`config.mk`:
```
export PLATFORM = sky130hd
export DESIGN_NAME = stable_priority_pipe_queue
export DESIGN_NICKNAME = d
export VERILOG_FILES = /design/src/design/spq_pkg.sv /design/src/design/spq_mem.sv /design/src/design/stable_priority_pipe_queue.sv
export SDC_FILE = /design/constraint.sdc
export NUM_CORES = 1
export LEC_CHECK = 0
export ABC_AREA = 0
export BUFFER_PORTS_ARGS = -buffer_cell sky130_fd_sc_hd__buf_4
export CORE_MARGIN = 8
export CORE_UTILIZATION = 45
export DETAILED_ROUTE_END_ITERATION = 12
export PLACE_DENSITY = 0.63
export SLEW_MARGIN = 20
export SYNTH_ARGS = -nofsm -noshare
export SYNTH_HDL_FRONTEND = slang
export SYNTH_SLANG_ARGS = --single-unit
```
`constraint.sdc`:
```
create_clock -name clk_i -period 11.2 [get_ports clk_i]
set_clock_uncertainty 0.05 [all_clocks]
set_input_delay 2.24 -clock clk_i [delete_from_list [all_inputs] [get_ports clk_i]]
set_output_delay 2.24 -clock clk_i [all_outputs]
set_load 0.005 [all_outputs]
```
`src/design/spq_pkg.sv`:
```
// Package: shared constants for the stable priority pipe queue.
`timescale 1ns / 1ps
package spq_pkg;

  localparam int unsigned DefDepth       = 16;
  localparam int unsigned DefPrioBits    = 8;
  localparam int unsigned DefPayloadBits = 32;

  localparam int unsigned CmdW    = 2;
  localparam int unsigned StatusW = 3;

  localparam logic [CmdW-1:0] CMD_INSERT       = 2'd0;
  localparam logic [CmdW-1:0] CMD_REMOVE       = 2'd1;
  localparam logic [CmdW-1:0] CMD_CLOSE_WRITER = 2'd2;
  localparam logic [CmdW-1:0] CMD_CLOSE_READER = 2'd3;

  localparam logic [StatusW-1:0] ST_OK           = 3'd0;
  localparam logic [StatusW-1:0] ST_REFUSED      = 3'd1;
  localparam logic [StatusW-1:0] ST_FULL         = 3'd2;
  localparam logic [StatusW-1:0] ST_EMPTY_WAIT   = 3'd3;
  localparam logic [StatusW-1:0] ST_EMPTY_CLOSED = 3'd4;

endpackage

```
`src/design/spq_mem.sv`:
```
// Task store: one write port, one read port with registered read data.
`timescale 1ns / 1ps
module spq_mem import spq_pkg::*; #(
  parameter int unsigned DEPTH        = DefDepth,
  parameter int unsigned PRIO_BITS    = DefPrioBits,
  parameter int unsigned PAYLOAD_BITS = DefPayloadBits,
  localparam int unsigned AW          = $clog2(DEPTH)
) (
  input  logic                    clk_i,
  input  logic                    we_i,
  input  logic [AW-1:0]           waddr_i,
  input  logic [PRIO_BITS-1:0]    wprio_i,
  input  logic [PAYLOAD_BITS-1:0] wpay_i,
  input  logic [AW-1:0]           raddr_i,
  output logic [PRIO_BITS-1:0]    rprio_o,
  output logic [PAYLOAD_BITS-1:0] rpay_o
);

  logic [PRIO_BITS-1:0]    prio_mem [DEPTH];
  logic [PAYLOAD_BITS-1:0] pay_mem  [DEPTH];

  always_ff @(posedge clk_i) begin
    if (we_i) begin
      prio_mem[waddr_i] <= wprio_i;
      pay_mem[waddr_i]  <= wpay_i;
    end
    rprio_o <= prio_mem[raddr_i];
    rpay_o  <= pay_mem[raddr_i];
  end

endmodule

```
`src/design/stable_priority_pipe_queue.sv`:
```
// Top level: stable priority pipe queue with a memory-held sorted ring.
`timescale 1ns / 1ps
// Usage:
//  - Input channel (in_valid_i/in_ready_o) carries one command per request:
//    insert, remove head, close writer end, close reader end.
//  - Output channel (out_valid_o/out_ready_i) returns exactly one result per
//    request: status, removed task (zero when none) and occupancy after it.
//  - Tasks sit in a circular store in one synchronous RAM, ordered with the
//    highest priority at the head; equal priorities keep arrival order.
//  - Close commands and refused/full/empty cases answer straight from idle.
//  - Remove does one RAM read of the head, then forms the result in S_REM.
//  - Insert walks from the tail toward the head, moving one entry per
//    S_INS_RD/S_INS_CHK pass (read, then compare and write back) past each
//    queued task of lower priority; it stops at a task of equal or higher
//    priority, or at the head. The single RAM port pair sets this pace.
//  - A new request is taken once the previous result has left or is leaving
//    the output register; a stalled receiver holds the result and the block.
//  - Reset: empty queue, both ends open, pipe active. The RAM is not cleared;
//    only entries inside the occupied ring are ever read.
module stable_priority_pipe_queue import spq_pkg::*; #(
  parameter int unsigned DEPTH        = DefDepth,
  parameter int unsigned PRIO_BITS    = DefPrioBits,
  parameter int unsigned PAYLOAD_BITS = DefPayloadBits,
  localparam int unsigned AW          = $clog2(DEPTH),
  localparam int unsigned CW          = $clog2(DEPTH + 1)
) (
  input  logic                    clk_i,
  input  logic                    rst_ni,
  input  logic                    in_valid_i,
  output logic                    in_ready_o,
  input  logic [CmdW-1:0]         cmd_i,
  input  logic [PRIO_BITS-1:0]    task_priority_i,
  input  logic [PAYLOAD_BITS-1:0] task_payload_i,
  output logic                    out_valid_o,
  input  logic                    out_ready_i,
  output logic [StatusW-1:0]      status_o,
  output logic [PRIO_BITS-1:0]    out_priority_o,
  output logic [PAYLOAD_BITS-1:0] out_payload_o,
  output logic [CW-1:0]           occupancy_o
);

  localparam logic [2:0] S_IDLE    = 3'd0;
  localparam logic [2:0] S_INS_RD  = 3'd1;
  localparam logic [2:0] S_INS_CHK = 3'd2;
  localparam logic [2:0] S_REM     = 3'd3;

  localparam logic [CW-1:0] Full  = CW'(DEPTH);
  localparam logic [AW:0]   DepW  = (AW+1)'(DEPTH);

  logic [2:0]              state_q, state_d;
  logic [CW-1:0]           count_q, count_d;
  logic [AW-1:0]           head_q, head_d;
  logic [CW-1:0]           idx_q, idx_d;       // logical slot being filled
  logic                    wr_open_q, wr_open_d;
  logic                    rd_open_q, rd_open_d;
  logic                    active_q, active_d;
  logic [PRIO_BITS-1:0]    new_prio_q, new_prio_d;
  logic [PAYLOAD_BITS-1:0] new_pay_q, new_pay_d;

  logic                    ovalid_q, ovalid_d;
  logic [StatusW-1:0]      ostat_q, ostat_d;
  logic [PRIO_BITS-1:0]    oprio_q, oprio_d;
  logic [PAYLOAD_BITS-1:0] opay_q, opay_d;
  logic [CW-1:0]           oocc_q, oocc_d;

  logic                    we;
  logic [AW-1:0]           waddr, raddr;
  logic [PRIO_BITS-1:0]    wprio, rprio;
  logic [PAYLOAD_BITS-1:0] wpay, rpay;
  logic                    accept;

  // Ring address of logical slot idx (idx < DEPTH).
  function automatic logic [AW-1:0] ring(input logic [AW-1:0] head,
                                         input logic [CW-1:0] idx);
    logic [AW:0] sum;
    sum = {1'b0, head} + (AW+1)'(idx);
    if (sum >= DepW) sum = sum - DepW;
    return sum[AW-1:0];
  endfunction

  spq_mem #(
    .DEPTH(DEPTH), .PRIO_BITS(PRIO_BITS), .PAYLOAD_BITS(PAYLOAD_BITS)
  ) u_mem (
    .clk_i  (clk_i),
    .we_i   (we),
    .waddr_i(waddr),
    .wprio_i(wprio),
    .wpay_i (wpay),
    .raddr_i(raddr),
    .rprio_o(rprio),
    .rpay_o (rpay)
  );

  assign in_ready_o     = (state_q == S_IDLE) && (!ovalid_q || out_ready_i);
  assign accept         = in_valid_i && in_ready_o;
  assign out_valid_o    = ovalid_q;
  assign status_o       = ostat_q;
  assign out_priority_o = oprio_q;
  assign out_payload_o  = opay_q;
  assign occupancy_o    = oocc_q;

  always_comb begin
    state_d    = state_q;
    count_d    = count_q;
    head_d     = head_q;
    idx_d      = idx_q;
    wr_open_d  = wr_open_q;
    rd_open_d  = rd_open_q;
    active_d   = active_q;
    new_prio_d = new_prio_q;
    new_pay_d  = new_pay_q;
    ovalid_d   = ovalid_q && !out_ready_i;
    ostat_d    = ostat_q;
    oprio_d    = oprio_q;
    opay_d     = opay_q;
    oocc_d     = oocc_q;
    we         = 1'b0;
    waddr      = ring(head_q, idx_q);
    wprio      = new_prio_q;
    wpay       = new_pay_q;
    raddr      = head_q;

    case (state_q)
      S_IDLE: begin
        if (accept) begin
          // default: immediate result with no task
          oprio_d = '0;
          opay_d  = '0;
          ostat_d = ST_OK;
          case (cmd_i)
            CMD_INSERT: begin
              if (!active_q || !rd_open_q) begin
                ostat_d  = ST_REFUSED;
                oocc_d   = count_q;
                ovalid_d = 1'b1;
              end else if (count_q >= Full) begin
                ostat_d  = ST_FULL;
                oocc_d   = count_q;
                ovalid_d = 1'b1;
              end else begin
                new_prio_d = task_priority_i;
                new_pay_d  = task_payload_i;
                idx_d      = count_q;
                ovalid_d   = 1'b0;
                state_d    = S_INS_RD;
              end
            end
            CMD_REMOVE: begin
              if (count_q == '0) begin
                ostat_d  = (active_q && wr_open_q) ? ST_EMPTY_WAIT : ST_EMPTY_CLOSED;
                oocc_d   = count_q;
                ovalid_d = 1'b1;
              end else begin
                raddr    = head_q;
                ovalid_d = 1'b0;
                state_d  = S_REM;
              end
            end
            CMD_CLOSE_WRITER: begin
              wr_open_d = 1'b0;
              if (!rd_open_q) begin
                count_d  = '0;
                active_d = 1'b0;
              end
              oocc_d   = rd_open_q ? count_q : '0;
              ovalid_d = 1'b1;
            end
            default: begin
              rd_open_d = 1'b0;
              if (!wr_open_q) begin
                count_d  = '0;
                active_d = 1'b0;
              end
              oocc_d   = wr_open_q ? count_q : '0;
              ovalid_d = 1'b1;
            end
          endcase
        end
      end
      S_INS_RD: begin
        if (idx_q == '0) begin
          we      = 1'b1;
          count_d = count_q + 1'b1;
          ostat_d = ST_OK;
          oocc_d  = count_q + 1'b1;
          ovalid_d = 1'b1;
          state_d = S_IDLE;
        end else begin
          raddr   = ring(head_q, idx_q - 1'b1);
          state_d = S_INS_CHK;
        end
      end
      S_INS_CHK: begin
        we = 1'b1;
        if (rprio < new_prio_q) begin
          // lower priority moves one slot toward the tail
          wprio   = rprio;
          wpay    = rpay;
          idx_d   = idx_q - 1'b1;
          state_d = S_INS_RD;
        end else begin
          count_d  = count_q + 1'b1;
          ostat_d  = ST_OK;
          oocc_d   = count_q + 1'b1;
          ovalid_d = 1'b1;
          state_d  = S_IDLE;
        end
      end
      S_REM: begin
        oprio_d  = rprio;
        opay_d   = rpay;
        ostat_d  = ST_OK;
        count_d  = count_q - 1'b1;
        oocc_d   = count_q - 1'b1;
        head_d   = ring(head_q, CW'(1));
        ovalid_d = 1'b1;
        state_d  = S_IDLE;
      end
      default: state_d = S_IDLE;
    endcase
  end

  always_ff @(posedge clk_i or negedge rst_ni) begin
    if (!rst_ni) begin
      state_q   <= S_IDLE;
      count_q   <= '0;
      head_q    <= '0;
      idx_q     <= '0;
      wr_open_q <= 1'b1;
      rd_open_q <= 1'b1;
      active_q  <= 1'b1;
      ovalid_q  <= 1'b0;
    end else begin
      state_q   <= state_d;
      count_q   <= count_d;
      head_q    <= head_d;
      idx_q     <= idx_d;
      wr_open_q <= wr_open_d;
      rd_open_q <= rd_open_d;
      active_q  <= active_d;
      ovalid_q  <= ovalid_d;
    end
  end

  always_ff @(posedge clk_i) begin
    new_prio_q <= new_prio_d;
    new_pay_q  <= new_pay_d;
    ostat_q    <= ostat_d;
    oprio_q    <= oprio_d;
    opay_q     <= opay_d;
    oocc_q     <= oocc_d;
  end

endmodule

```
==> metrics, run 1 <==
outcome finished clean; Buf/Inv on CP 2; leak pwr 11.9 nW; net switching power 3.68 mW; clk sinks 788; First-pass DRT Iterations 5; hold crit path type reg -> reg; Avg WL per Cell 25.7 um; Worst setup EP type primary output; relative slew slack 31.7%; via count 15674; Crit Path Max Fanout 5; Yosys top cell by area edfxtp_1; core footprint 0.0673 mm2; Clock H-tree levels 3; Mapped Cells 1673; Final Max Slew Viols 0; drc violations 0; pwr/cell area 306 mW/mm2; fmax 194 MHz; Cell Area, Synth 0.0306 mm2; Die Wd 277 um; Setup CP Type in -> out; top-count cell post-synth edfxtp_1; fraction of registers with async set/reset 2.54%; I/O pins 96; CTS tree done; Crit path depth 4; clk slew on worst S/H paths 60 ps; number of cell rows 95; Area growth syn-to-layout 15.0%; Sw Share 34.1%; clk_lat worst skew 610 ps; Main synth FF type edfxtp_1; die area 0.0767 mm2; Final Net Count 1868; Worst path top cell family by delay simple AND/OR/NAND/NOR gates; RSZ-0062 raised after global routing no; Synth area leaders edfxtp_1, mux4_2, mux2i_1; pin count of the biggest net entering global routing 139; layout cell share with drive strength beyond 1 23.7%; DP HPWL 34.3 mm; Seq/Total Area, Yosys 75.6%; crit path cell chain buf_4 > nand2b_1 > and2_1 > buf_4; Hold Vio Cnt, Final 0; flop2flop setup slack 6160 ps; Initial DRC Count 1443; Gate power share 38.2%; initial antenna violation count 1; GRT Overall Usage 18.0%; Max Cap Viol 0; Num CTS Buffers 81; Overflow after GRT 0; commonest cells in the netlist edfxtp_1, nand2_1, a21oi_1; # fillers 5333; Slowest cell on crit path nand2b_1; WHS Path Cells 1; cell mode on critical path buf_4; clk buf depth 3; first-pass GRT wire length 104 mm; die height 277 um; # resized after CTS 0; CP Data Arrival Time 2880 ps; Yosys cell types 57; Int Pwr 7.11 mW; ant diodes 0; Reg power frac 35.9%; synth warn 0; Clock Tree Root clkbuf_16; register bit count reported by yosys 788; Setup TNS Final 0 ps; routability cong. 0.790; Final setup viols 0; Avg Cell Area, Syn 18.3 um2; post-route ant nets 0; Buffers on Ports 95; Clock Power Share 25.9%; final worst path period need 5170 ps; number of flops mapped to enable cells by yosys 728; WP data required 8910 ps; Finished Core Util 52.4%; Initial Util 45.6%; Hold Buf Count CTS 0; top cell type's share of synthesized area 71.3%; Worst Setup Start Kind input port; Routed Wire Length 70.2 mm; r2r worst-path depth 11; IR drop worst, VDD 0.389 mV; CP max stage delay 200 ps; vias per inst 5.73; Post-Syn Nets 1745; Worst Max-Slew Pin Slew 1020 ps; vias in the first global route 16118; final worst-path cycle share 46.1%; setup bufs post-CTS 0
## per-stage QoR
stage	worst slack, ps	std cells	total power [mW]	area, um2	hold slack, ps
after global routing	5840	2734	11.3	35200	447
after global placement	6050	2586	8.01	32500	419
after CTS	6030	2734	10.9	35200	434
final	6030	2734	10.8	35200	436
after floorplan	6060	1673	6.90	30600	400
after detailed placement	6030	2586	8.08	32500	423
## placed cells by master, fill, tap and decap left out, drive strengths merged, types with 41 or more instances in the layout
master,netlist,final
a21oi,88,88
mux4,80,80
mux2i,85,85
a22oi,41,41
buf,39,131
and2,43,43
a221o,41,41
o211ai,43,43
edfxtp,728,728
mux2,74,74
clkbuf,52,103
nand2,114,114
## worst reg2reg max path: stages, from the launching register on
cell and delay (ps):
dfrtp_1 400, inv_1 130, ha_1 150, or4b_4 510
and3_1 260, nor2_4 100, buf_4 550, buf_4 900
buf_12 700, mux4_2 810, a22oi_2 210, o211ai_1 110
## kinds of logic (layout without fill, tap and decap cells)
logic type,count (synthesis),count (layout),share of synthesized area [%]
and+or+nand+nor,222,222,3.37
buffers and inverters,113,301,1.80
adders and majority gates,26,26,1.11
AOI/OAI and AO/OA,269,269,6.19
DFF,788,788,75.6
xor gates and xnor gates,16,16,0.457
muxes,239,239,11.5
## registers in the layout, indices dropped and copies added (netlist names), 8 cells and up
register,cells
u_mem.pay_mem,512
u_mem.prio_mem,128
new_pay_q,32
out_payload_o,32
u_mem.rpay_o,32
new_prio_q,8
out_priority_o,8
u_mem.rprio_o,8
## power groups by stage
stage          Clock, mW  Combinational [mW]  Sequential [mW]
4_1_cts             2.84                4.17             3.87
6_report            2.79                4.12             3.87
5_1_grt             2.95                4.47             3.90
3_3_place_gp           0                4.09             3.93
3_5_place_dp           0                4.15             3.93
2_1_floorplan          0                3.02             3.89
## final cells by class
type	count	area, um2	share of cell area [%]
multi-input combinational	772	7130	20.2
timing repair buffer	131	996	2.83
sequential	788	23200	65.7
clock inverter	45	574	1.63
clock buffer	103	2200	6.24
tap	873	1090	3.10
inverter	22	82.6	0.234
## per-layer routing
metal | GRT usage (%) | up-vias | share of wire (%)
met3 | 2.95 | 80 | 6.5
met5 | 0 | - | 0
li1 | - | 6920 | -
met4 | 5.21 | 0 | 1.8
met2 | 30.1 | 545 | 50
met1 | 24.2 | 8129 | 42
## worst paths after layout
kind	start	endpoint
worst min-delay path	active_q$_DFFE_PN1P_	active_q$_DFFE_PN1P_
worst min register to register	active_q$_DFFE_PN1P_	active_q$_DFFE_PN1P_
min in group asynchronous	rst_ni	count_q[0]$_DFFE_PN0P_
worst max register to register	idx_q[0]$_DFFE_PN0P_	u_mem.rpay_o[20]$_DFF_P_
worst max-delay path	out_ready_i	in_ready_o
max in group asynchronous	rst_ni	wr_open_q$_DFFE_PN1P_
No activity file was read; power rests on OpenSTA's default activity.
==> run 2: changes to the inputs <==
Settings changed: PLACE_DENSITY 0.63 to 0.65.
Clock period 11.2 ns to 4.15 ns, I/O delays scaled along.
==> metrics, run 2 (same netlist as run 1, synthesis figures left out) <==
outcome finished clean; ant diodes 0; Buffers on Ports 95; leak pwr 12.0 nW; Clock Tree Root clkbuf_16; clk slew on worst S/H paths 60 ps; relative slew slack 45.5%; Multi-input gate area 0.00712 mm2; Worst Max-Slew Pin Slew 815 ps; Hold Vio Cnt, Final 0; die height 277 um; clk_lat worst skew 610 ps; Crit Path Max Fanout 58; Final Max Slew Viols 0; Avg WL per Cell 25.3 um; via count 15975; Clock H-tree levels 3; drc violations 0; I/O pins 96; Final setup viols 0; IR drop worst, VDD 1.30 mV; vias per inst 5.80; CTS tree done; Num CTS Buffers 79; Sw Share 34.1%; Max Cap Viol 0; Gate power share 39.5%; Reg power frac 35.7%; net switching power 9.99 mW; max reg flops 512; First-pass DRT Iterations 6; Overflow after GRT 0; r2r worst-path depth 9; core footprint 0.0673 mm2; # resized after CTS 0; Worst setup EP type flip-flop; vias in the first global route 16313; Hold Buf Count CTS 0; most frequent cells in the layout edfxtp_1, buf_4, nand2_1; Final Net Count 1888; Reg area 0.0232 mm2; Setup CP Type reg -> reg; WP data required 4560 ps; RSZ-0062 raised after global routing no; pin count of the biggest net entering global routing 81; post-route ant nets 0; fmax 292 MHz; pwr/cell area 825 mW/mm2; DP HPWL 36.8 mm; layout cell share with drive strength beyond 1 24.4%; GRT Overall Usage 18.0%; Initial Util 45.6%; largest register by flop count u_mem.pay_mem; final worst-path cycle share 82.5%; routability cong. 0.787; final worst path period need 3420 ps; first-pass GRT wire length 105 mm; clk buf depth 3; Die Wd 277 um; Clock Power Share 24.8%; Final Power 29.3 mW; commonest non-fill, non-tap cell in the layout edfxtp_1; number of cell rows 95; Int Pwr 19.3 mW; biggest regs u_mem.pay_mem (512), u_mem.prio_mem (128); Area growth syn-to-layout 15.9%; die area 0.0767 mm2; Initial DRC Count 1364; # fillers 5226; setup bufs post-CTS 0; Routed Wire Length 69.7 mm; Worst Setup Start Kind flip-flop; CP Data Arrival Time 3840 ps; Setup TNS Final 0 ps; initial antenna violation count 0; hold crit path type in -> async; clk sinks 788
==> run 2: worst max-delay path: stages (launching register included) <==
cell	delay (ps)
dfrtp_1	400
inv_1	140
ha_1	160
or4b_4	500
and3_1	260
nor2_4	410
buf_12	400
mux4_2	550
a22oi_1	230
o211ai_1	130
==> run 2: final cells by class <==
class	instances	share of cell area, %
sequential	788	65.2
multi-input combinational	772	20.0
clock buffer	112	6.37
timing repair buffer	153	3.90
tap	873	3.07
clock inverter	33	1.16
inverter	22	0.232
==> run 2: path summary, 6_finish.rpt <==
path / startpoint / endpoint / slack [ps]
setup / recovery: idx_q[0]$_DFFE_PN0P_ / u_mem.rpay_o[1]$_DFF_P_ / 730
hold / removal: rst_ni / out_valid_o$_DFF_PN0_ / 60
setup reg to reg: idx_q[0]$_DFFE_PN0P_ / u_mem.rpay_o[1]$_DFF_P_ / 730
hold reg to reg: rd_open_q$_DFFE_PN1P_ / rd_open_q$_DFFE_PN1P_ / 430
max in group asynchronous: rst_ni / active_q$_DFFE_PN1P_ / 3720
min in group clk_i: task_priority_i[0] / new_prio_q[0]$_DFFE_PP_ / 340
==> run 2: metrics by stage <==
stage               hold slack, ps  cells  setup WS [ps]  utilization, %  area [um2]
global placement               416   2608            866            48.8       32900
global route                  46.0   2753            570            52.8       35500
floorplan                      400   1673            164               -       30600
CTS                           18.1   2753            704            52.8       35500
finish                        57.1   2753            726            52.8       35500
detailed placement             421   2608            722            48.8       32900
==> run 2: power by group through the flow <==
stage / clock, mW / sequential (mW) / combinational [mW]
final: 7.27 / 10.5 / 11.6
after global routing: 7.70 / 10.5 / 12.5
after CTS: 7.40 / 10.5 / 11.7
after detailed placement: 0 / 10.6 / 11.7
after global placement: 0 / 10.6 / 11.4
after floorplan: 0 / 10.5 / 8.15
==> run 2: per-layer routing <==
| metal | GRT usage (%) | share of wire (%) | vias to the layer above |
|---|---|---|---|
| met2 | 29.1 | 48 | 545 |
| met4 | 5.75 | 2.3 | 0 |
| li1 | - | - | 6957 |
| met1 | 24.9 | 44 | 8372 |
| met3 | 2.84 | 6.3 | 101 |
| met5 | 0 | 0 | - |
